[config.mk]
export PLATFORM = sky130hd
export DESIGN_NAME = sector_address_field_framer_core_flat
export DESIGN_NICKNAME = d
export VERILOG_FILES = /design/src/rtl/sadf_pkg.sv /design/src/rtl/sadf_ifs.sv /design/src/rtl/sadf_seq.sv /design/src/rtl/sadf_out_stage.sv /design/src/rtl/sector_address_field_framer_core.sv /design/src/flat_wrapper.sv
export SDC_FILE = /design/constraint.sdc
export NUM_CORES = 1
export LEC_CHECK = 0
export ABC_CLOCK_PERIOD_IN_PS = 4400
export BUFFER_PORTS_ARGS = -buffer_cell sky130_fd_sc_hd__buf_2
export CORE_MARGIN = 4
export CORE_UTILIZATION = 51
export CTS_CLUSTER_DIAMETER = 120
export DETAILED_ROUTE_END_ITERATION = 8
export PLACE_DENSITY_LB_ADDON = 0.1
export SLEW_MARGIN = 15
export SYNTH_ARGS = -nofsm -noshare
export SYNTH_HDL_FRONTEND = slang
export SYNTH_HIERARCHICAL = 1
export SYNTH_SLANG_ARGS = --single-unit
[constraint.sdc]
create_clock -name clk -period 4.4 [get_ports clk]
set_input_delay 0.88 -clock clk [delete_from_list [all_inputs] [get_ports clk]]
set_output_delay 0.88 -clock clk [all_outputs]
set_load 0.03 [all_outputs]
[src/rtl/sadf_pkg.sv]
// shared types and constants of the sector address field framer
package sadf_pkg;

	// fixed part of the header after the gap
	localparam int unsigned SYNC_LEN   = 12;
	localparam int unsigned PRO_LEN    = 3;
	localparam int unsigned ADDR_LEN   = 8;
	localparam int unsigned EPI_LEN    = 3;
	localparam int unsigned TAIL_LEN   = 5;
	localparam int unsigned FIXED_LEN  = SYNC_LEN + PRO_LEN + ADDR_LEN + EPI_LEN + TAIL_LEN;
	localparam int unsigned OFF_W      = 5;

	// offsets of the sections, counted from the end of the gap
	localparam logic [OFF_W-1:0] OFF_PRO  = OFF_W'(SYNC_LEN);
	localparam logic [OFF_W-1:0] OFF_ADDR = OFF_W'(SYNC_LEN + PRO_LEN);
	localparam logic [OFF_W-1:0] OFF_EPI  = OFF_W'(SYNC_LEN + PRO_LEN + ADDR_LEN);
	localparam logic [OFF_W-1:0] OFF_TAIL = OFF_W'(SYNC_LEN + PRO_LEN + ADDR_LEN + EPI_LEN);

	localparam logic [7:0] FILL_BYTE = 8'hff;
	localparam logic [7:0] PRO_0     = 8'hd5;
	localparam logic [7:0] PRO_1     = 8'haa;
	localparam logic [7:0] PRO_2     = 8'h96;
	localparam logic [7:0] EPI_0     = 8'hde;
	localparam logic [7:0] EPI_1     = 8'haa;
	localparam logic [7:0] EPI_2     = 8'heb;
	localparam logic [7:0] ENC_MASK  = 8'haa;
	localparam logic [7:0] VOL_RESET = 8'hfe;

	localparam logic [7:0] SYNC_PAT [SYNC_LEN] = '{
		8'h03, 8'hfc, 8'hff, 8'h3f, 8'hcf, 8'hf3,
		8'hfc, 8'hff, 8'h3f, 8'hcf, 8'hf3, 8'hfc
	};

	// one header byte on its way to the output register
	typedef struct packed {
		logic [7:0] header_byte;
		logic       last_byte;
	} sadf_beat_t;

endpackage

[src/rtl/sadf_ifs.sv]
// channel interfaces: request item, header byte item and volume write
interface sadf_req_if;
	logic       valid;
	logic       ready;
	logic [7:0] track_number;
	logic [7:0] sector_number;
	modport source (output valid, track_number, sector_number, input ready);
	modport sink (input valid, track_number, sector_number, output ready);
endinterface

interface sadf_hdr_if;
	logic       valid;
	logic       ready;
	logic [7:0] header_byte;
	logic       last_byte;
	modport source (output valid, header_byte, last_byte, input ready);
	modport sink (input valid, header_byte, last_byte, output ready);
endinterface

interface sadf_cfg_if;
	logic       valid;
	logic       ready;
	logic [7:0] volume_number;
	modport source (output valid, volume_number, input ready);
	modport sink (input valid, volume_number, output ready);
endinterface

[src/rtl/sadf_seq.sv]
// request register, byte counter and header byte selection
module sadf_seq
	import sadf_pkg::*;
#(
	parameter int unsigned GAP_BYTES = 22
) (
	input  logic         clk,
	input  logic         arst_n,
	input  logic         req_valid,
	output logic         req_ready,
	input  logic [7:0]   track_number,
	input  logic [7:0]   sector_number,
	input  logic [7:0]   volume_number,
	output logic         beat_valid,
	input  logic         beat_take,
	output sadf_beat_t   beat
);

	localparam int unsigned HDR_LEN = GAP_BYTES + FIXED_LEN;
	localparam int unsigned CW      = $clog2(HDR_LEN);
	localparam logic [CW-1:0] CNT_LAST = CW'(HDR_LEN - 1);
	localparam logic [CW-1:0] CNT_GAP  = CW'(GAP_BYTES);

	logic          item_v_s1;
	logic [7:0]    trk_s1;
	logic [7:0]    sec_s1;
	logic [7:0]    vol_s1;
	logic [CW-1:0] cnt_q;

	logic          accept;
	logic          advance;
	logic          at_last;
	logic [CW-1:0] rel;
	logic [OFF_W-1:0] off;
	logic [OFF_W-1:0] addr_off;
	logic [7:0]    fld;
	logic [7:0]    hbyte;

	assign at_last   = (cnt_q == CNT_LAST);
	assign advance   = item_v_s1 && beat_take;
	assign req_ready = !item_v_s1 || (advance && at_last);
	assign accept    = req_valid && req_ready;

	always_ff @(posedge clk or negedge arst_n) begin
		if (!arst_n) begin
			item_v_s1 <= 1'b0;
			cnt_q     <= '0;
		end else begin
			if (accept) begin
				item_v_s1 <= 1'b1;
				cnt_q     <= '0;
			end else if (advance) begin
				if (at_last) begin
					item_v_s1 <= 1'b0;
					cnt_q     <= '0;
				end else begin
					cnt_q <= cnt_q + 1'b1;
				end
			end
		end
	end

	always_ff @(posedge clk) begin
		if (accept) begin
			trk_s1 <= track_number;
			sec_s1 <= sector_number;
			vol_s1 <= volume_number;
		end
	end

	// position after the gap, meaningful only once the gap is done
	assign rel      = cnt_q - CNT_GAP;
	assign off      = rel[OFF_W-1:0];
	assign addr_off = off - OFF_ADDR;

	always_comb begin
		case (addr_off[2:1])
			2'd0:    fld = vol_s1;
			2'd1:    fld = trk_s1;
			2'd2:    fld = sec_s1;
			default: fld = vol_s1 ^ trk_s1 ^ sec_s1;
		endcase
	end

	always_comb begin
		hbyte = FILL_BYTE;
		if (cnt_q >= CNT_GAP) begin
			if (off < OFF_PRO) begin
				hbyte = SYNC_PAT[off[3:0]];
			end else if (off < OFF_ADDR) begin
				if (off == OFF_PRO)
					hbyte = PRO_0;
				else if (off == OFF_PRO + 1'b1)
					hbyte = PRO_1;
				else
					hbyte = PRO_2;
			end else if (off < OFF_EPI) begin
				// odd bits first, then even bits
				hbyte = addr_off[0] ? (fld | ENC_MASK) : ({1'b0, fld[7:1]} | ENC_MASK);
			end else if (off < OFF_TAIL) begin
				if (off == OFF_EPI)
					hbyte = EPI_0;
				else if (off == OFF_EPI + 1'b1)
					hbyte = EPI_1;
				else
					hbyte = EPI_2;
			end
		end
	end

	assign beat_valid       = item_v_s1;
	assign beat.header_byte = hbyte;
	assign beat.last_byte   = at_last;

`ifndef SYNTHESIS
	a_cnt_range: assert property (@(posedge clk) disable iff (!arst_n)
		cnt_q <= CNT_LAST)
		else $error("byte counter past end of header");
	a_hold: assert property (@(posedge clk) disable iff (!arst_n)
		item_v_s1 && !beat_take |=> item_v_s1 && $stable(cnt_q))
		else $error("counter moved while output stalled");
	a_start: assert property (@(posedge clk) disable iff (!arst_n)
		accept |=> item_v_s1 && cnt_q == '0)
		else $error("new request did not start at first byte");
	a_ready: assert property (@(posedge clk) disable iff (!arst_n)
		req_ready && item_v_s1 |-> advance && at_last)
		else $error("request taken while header in progress");
`endif

endmodule

[src/rtl/sadf_out_stage.sv]
// output register for header byte items
module sadf_out_stage
	import sadf_pkg::*;
(
	input  logic        clk,
	input  logic        arst_n,
	input  logic        beat_valid,
	output logic        beat_take,
	input  sadf_beat_t  beat,
	sadf_hdr_if.source  hdr
);

	logic       out_v_q;
	sadf_beat_t out_q;

	assign beat_take = !out_v_q || hdr.ready;

	always_ff @(posedge clk or negedge arst_n) begin
		if (!arst_n) begin
			out_v_q <= 1'b0;
		end else if (beat_take) begin
			out_v_q <= beat_valid;
		end
	end

	always_ff @(posedge clk) begin
		if (beat_take && beat_valid)
			out_q <= beat;
	end

	assign hdr.valid       = out_v_q;
	assign hdr.header_byte = out_q.header_byte;
	assign hdr.last_byte   = out_q.last_byte;

`ifndef SYNTHESIS
	a_load: assert property (@(posedge clk) disable iff (!arst_n)
		beat_valid && beat_take |=> out_v_q && out_q == $past(beat))
		else $error("byte not loaded into output register");
	a_drain: assert property (@(posedge clk) disable iff (!arst_n)
		out_v_q && hdr.ready && !beat_valid |=> !out_v_q)
		else $error("output register kept a delivered byte");
	a_stall: assert property (@(posedge clk) disable iff (!arst_n)
		out_v_q && !hdr.ready |-> !beat_take)
		else $error("byte taken over a stalled output");
`endif

endmodule

[src/rtl/sector_address_field_framer_core.sv]
// top level of the sector address field framer
//
//  channel  dir  payload                         handshake
//  req      in   track_number, sector_number     valid/ready
//  hdr      out  header_byte, last_byte          valid/ready
//  cfg      in   volume_number                   valid/ready, always ready
//
// each request gives GAP_BYTES + 31 header byte items (53 at the default),
// one per cycle while hdr is not stalled; the byte counter in the sequencer steps through them
// the first byte of a request passes the request register, then the output register
// the next request is taken on the cycle the last byte of the current one
// moves to the output register, so headers follow with no bubble
// a stall on hdr freezes the counter; reset clears all valids, volume to 254
module sector_address_field_framer_core
	import sadf_pkg::*;
#(
	parameter int unsigned GAP_BYTES = 22
) (
	input  logic       clk,
	input  logic       arst_n,
	sadf_req_if.sink   req,
	sadf_hdr_if.source hdr,
	sadf_cfg_if.sink   cfg
);

	logic       vol_wr;
	logic [7:0] vol_q;
	logic       beat_valid;
	logic       beat_take;
	sadf_beat_t beat;

	// volume register; the user must write it only between headers, the block does not enforce it
	assign cfg.ready = 1'b1;
	assign vol_wr    = cfg.valid;

	always_ff @(posedge clk or negedge arst_n) begin
		if (!arst_n) begin
			vol_q <= VOL_RESET;
		end else if (vol_wr) begin
			vol_q <= cfg.volume_number;
		end
	end

	// request register, counter and byte selection
	sadf_seq #(
		.GAP_BYTES(GAP_BYTES)
	) u_seq (
		.clk           (clk),
		.arst_n        (arst_n),
		.req_valid     (req.valid),
		.req_ready     (req.ready),
		.track_number  (req.track_number),
		.sector_number (req.sector_number),
		.volume_number (vol_q),
		.beat_valid    (beat_valid),
		.beat_take     (beat_take),
		.beat          (beat)
	);

	// output register toward the consumer
	sadf_out_stage u_out (
		.clk        (clk),
		.arst_n     (arst_n),
		.beat_valid (beat_valid),
		.beat_take  (beat_take),
		.beat       (beat),
		.hdr        (hdr)
	);

endmodule
[src/flat_wrapper.sv]
// flat-port wrapper written by rule: the top's interface ports become plain ports
module sector_address_field_framer_core_flat import sadf_pkg::*;
#(
	parameter int unsigned GAP_BYTES = 22
)
  (clk, arst_n, req_valid, req_track_number, req_sector_number, req_ready, hdr_valid, hdr_header_byte, hdr_last_byte, hdr_ready, cfg_valid, cfg_volume_number, cfg_ready);
  sadf_req_if req_i ();
  sadf_hdr_if hdr_i ();
  sadf_cfg_if cfg_i ();
  input  logic clk;
  input  logic arst_n;
  input wire logic [$bits(req_i.valid)-1:0] req_valid;
  input wire logic [$bits(req_i.track_number)-1:0] req_track_number;
  input wire logic [$bits(req_i.sector_number)-1:0] req_sector_number;
  output wire logic [$bits(req_i.ready)-1:0] req_ready;
  output wire logic [$bits(hdr_i.valid)-1:0] hdr_valid;
  output wire logic [$bits(hdr_i.header_byte)-1:0] hdr_header_byte;
  output wire logic [$bits(hdr_i.last_byte)-1:0] hdr_last_byte;
  input wire logic [$bits(hdr_i.ready)-1:0] hdr_ready;
  input wire logic [$bits(cfg_i.valid)-1:0] cfg_valid;
  input wire logic [$bits(cfg_i.volume_number)-1:0] cfg_volume_number;
  output wire logic [$bits(cfg_i.ready)-1:0] cfg_ready;
  assign req_i.valid = req_valid;
  assign req_i.track_number = req_track_number;
  assign req_i.sector_number = req_sector_number;
  assign req_ready = req_i.ready;
  assign hdr_valid = hdr_i.valid;
  assign hdr_header_byte = hdr_i.header_byte;
  assign hdr_last_byte = hdr_i.last_byte;
  assign hdr_i.ready = hdr_ready;
  assign cfg_i.valid = cfg_valid;
  assign cfg_i.volume_number = cfg_volume_number;
  assign cfg_ready = cfg_i.ready;
  sector_address_field_framer_core #(.GAP_BYTES(GAP_BYTES)) u_core (.clk(clk), .arst_n(arst_n), .req(req_i), .hdr(hdr_i), .cfg(cfg_i));
endmodule
==> impl_metrics.toml <==
[run_status]
status = "finished, final reports clean"

[die]
rows = 28
start_util = 0.5225
num_io_pins = 41
dieArea_mm2 = 0.007337
core-area_mm2 = 0.005886
die_h_um = 85.66
fp.dieW_um = 85.66

[synthesis]
synth_area_leaders = "edfxtp_1 (32%), dfrtp_1 (7.3%), dfstp_2 (6.0%)"
yosysWarningCount = 6
syn-cell-area_mm2 = 0.003075
syn_avg_cell_area_um2 = 11.22
async_flop_share = 0.3265
synth-main-ff-cell = "edfxtp_1"
synth_top_cell_by_area = "edfxtp_1"
synthCells = 274
synth-edff-count = 33
synth_fp_nets = 311
synth.distinct_cells = 68
synth_top_area_frac = 0.3222
synth-seq-area-share = 0.4552
ys_ff_latch = 49

[routing]
vias_per_cell = 5.654
wl_met3_um = 302
wl_per_cell_um = 15.60
drc = 0
drt_wl_total_um = 5913
vias = 2143
drt_iter0_drc = 129
drtAntennaViolNets = 0
met1_length_um = 2851
wl_met2_um = 2646
drtPass1Iterations = 4
top_layer = "met4"

[sta]
tightest_slew_ns = 0.8198
fin_skew_ns = 0.01225
fin_crit_sh = 0.7552
rsz0062_at_grt = "no"
slew_viol_final = 0
finalSetupTns_ns = 0
hold_ws_ns = 0.4704
post-route-min-period_ns = 3.323
finalHoldViolations = 0
maxSlewHeadroom = 0.4534
fmax_ghz = 0.3009
setup_viol = 0

[cts]
cts_resized = 0
post-cts-setup-buffers = 0
htreeDepth = 2
cts_buffer_depth = 2
cts_tree = "done"
clk_latency_ns = 0.30
root_buffer = "clkbuf_8"
clk_pin_slew_ns = 0.09
clock-sinks = 49
cts_hold_repair.buffers = 0
cts_made_buffers = 5

[worst_setup_path]
cp_data_required_time_ns = 3.52
end_kind = "output pin"
cp.buffers_inverters = 3
cpMaxStageDelayCell = "dfrtp_1"
ff2ff_setup_slack_ns = 1.16
crit_family = "flip-flops"
worstPathArrival_ns = 2.44
crit_path_start_kind = "flop"
slowest_delay_ns = 0.75
critPathMaxFanout = 22
crit_type = "reg -> out"
critPathMostFrequentCell = "inv_1"
crit_chain = "inv_1 > ha_1 > nand4b_1 > nor2_1 > a21boi_0 > inv_1 > buf_2"

[finish]
final_cell_mix = "buf_2 (39), edfxtp_1 (33), a21oi_1 (19), nand2_1 (19), nor2_1 (14)"
syn2layout_area_growth_pct = 7.120
diodes = 0
layout_commonest_cell = "buf_2"
final_layout_size_suffix_gt1_frac = 0.2796
layout.nets = 340

[power_and_ir_drop]
ir_drop_mv = 0.2972
intPower_mw = 1.149
p_comb_frac = 0.543
p_clk_frac = 0.125
seq_power_share = 0.331
swShare = 0.4382
p_sw_uw = 896.3
finalPower_mw = 2.045
cellPowerDensity_mw_per_mm2 = 620.8
p_leak_nw = 1.236

[global_routing]
grt_use_total = 0.1714
grt_max_degree = 30
antenna_found_initial = 0
overflow = 0
first_global_vias = 2037
grt_pass1_wl_um = 9991

[placed_design]
port_buffers = 39
place.gp.congestion = 0.8474
hpwl_um = 4240

[flow_run]
drv_cap = 0

[hold_path]
worstHoldPathType = "reg -> reg"
==> registers in the layout, summed over array words and instances (netlist names) <==
register                      cells
u_core/u_out/hdr.header_byte      8
u_core/u_seq/trk_s1               8
u_core/u_out/hdr.last_byte        1
u_core/u_seq/cnt_q                6
u_core/u_seq/beat_valid           1
u_core/vol_q                      8
u_core/u_out/hdr.valid            1
u_core/u_seq/vol_s1               8
u_core/u_seq/sec_s1               8
==> logic make-up after synthesis <==
logic type	after synthesis	synth area share
simple gates	91	0.1701
mux	19	0.07649
xor+xnor	14	0.05330
fa+ha+maj	8	0.03255
buf+inv	26	0.06306
compound gates	66	0.1481
other cells	1	0.001219
flops	49	0.4553
==> cell usage after synthesis (all sizes together) (3+ instances only) <==
| library cell | count |
|---|---|
| o21ai | 9 |
| nor2 | 15 |
| nand2 | 20 |
| mux2 | 12 |
| nand3 | 9 |
| buf | 14 |
| xnor2 | 9 |
| o22a | 4 |
| nor3 | 5 |
| inv | 8 |
| nand4b | 3 |
| a21oi | 20 |
| or2b | 4 |
| a211o | 3 |
| and2 | 3 |
| nor2b | 8 |
| o221ai | 3 |
| dfstp | 7 |
| dfrtp | 9 |
| clkbuf | 4 |
| nor3b | 3 |
| nand3b | 5 |
| edfxtp | 33 |
| o211ai | 3 |
| and3 | 3 |
| ha | 8 |
| xor2 | 5 |
| o22ai | 6 |
| nand2b | 5 |
| mux2i | 7 |
==> power by group through the flow <==
stage               registers, mW  logic [mW]  clock network (mW)
floorplan                   0.677        1.02                   0
global placement            0.685        1.11                   0
detailed placement          0.686        1.11                   0
CTS                         0.677        1.12               0.266
global route                0.689        1.23               0.289
finish                      0.678        1.11               0.256
==> layer usage <==
metal | vias to the layer above | track usage
met5 | - | 0
met4 | 0 | 0.05899
met3 | 8 | 0.04227
met2 | 69 | 0.2571
met1 | 1006 | 0.2428
li1 | 1060 | -
==> per-stage QoR <==
step                worst slack [ns]  utilization  instance area, um^2  std cells
finish                         1.077       0.5597                 3294        379
CTS                            1.062       0.5597                 3294        379
global placement               1.251       0.5455                 3211        371
detailed placement             1.166       0.5455                 3211        371
floorplan                      1.503            -                 3075        274
global route                  0.8204       0.5597                 3294        379
==> final timing paths <==
path / from / endpoint / cells after the start
setup reg to reg: u_core/u_seq/cnt_q[0] / u_core/u_out/hdr.header_byte[2] / 6
max in group asynchronous: arst_n / u_core/vol_q[5] / 1
hold / removal: u_core/vol_q[0] / u_core/u_seq/vol_s1[0] / 0
hold reg to reg: u_core/vol_q[0] / u_core/u_seq/vol_s1[0] / 0
setup / recovery: u_core/u_seq/cnt_q[0] / req_ready / 7
min in group asynchronous: arst_n / u_core/vol_q[0] / 1
==> area by class of cell <==
cell class / instances / area (um^2)
Clock inverter: 1 / 7.507
Tap cell: 75 / 93.84
Sequential cell: 49 / 1400
Timing Repair Buffer: 40 / 202.7
Inverter: 8 / 30.03
Fill cell: 518 / 2591
Clock buffer: 7 / 76.32
Multi-Input combinational cell: 199 / 1484
(Power assumes the default switching activity.)
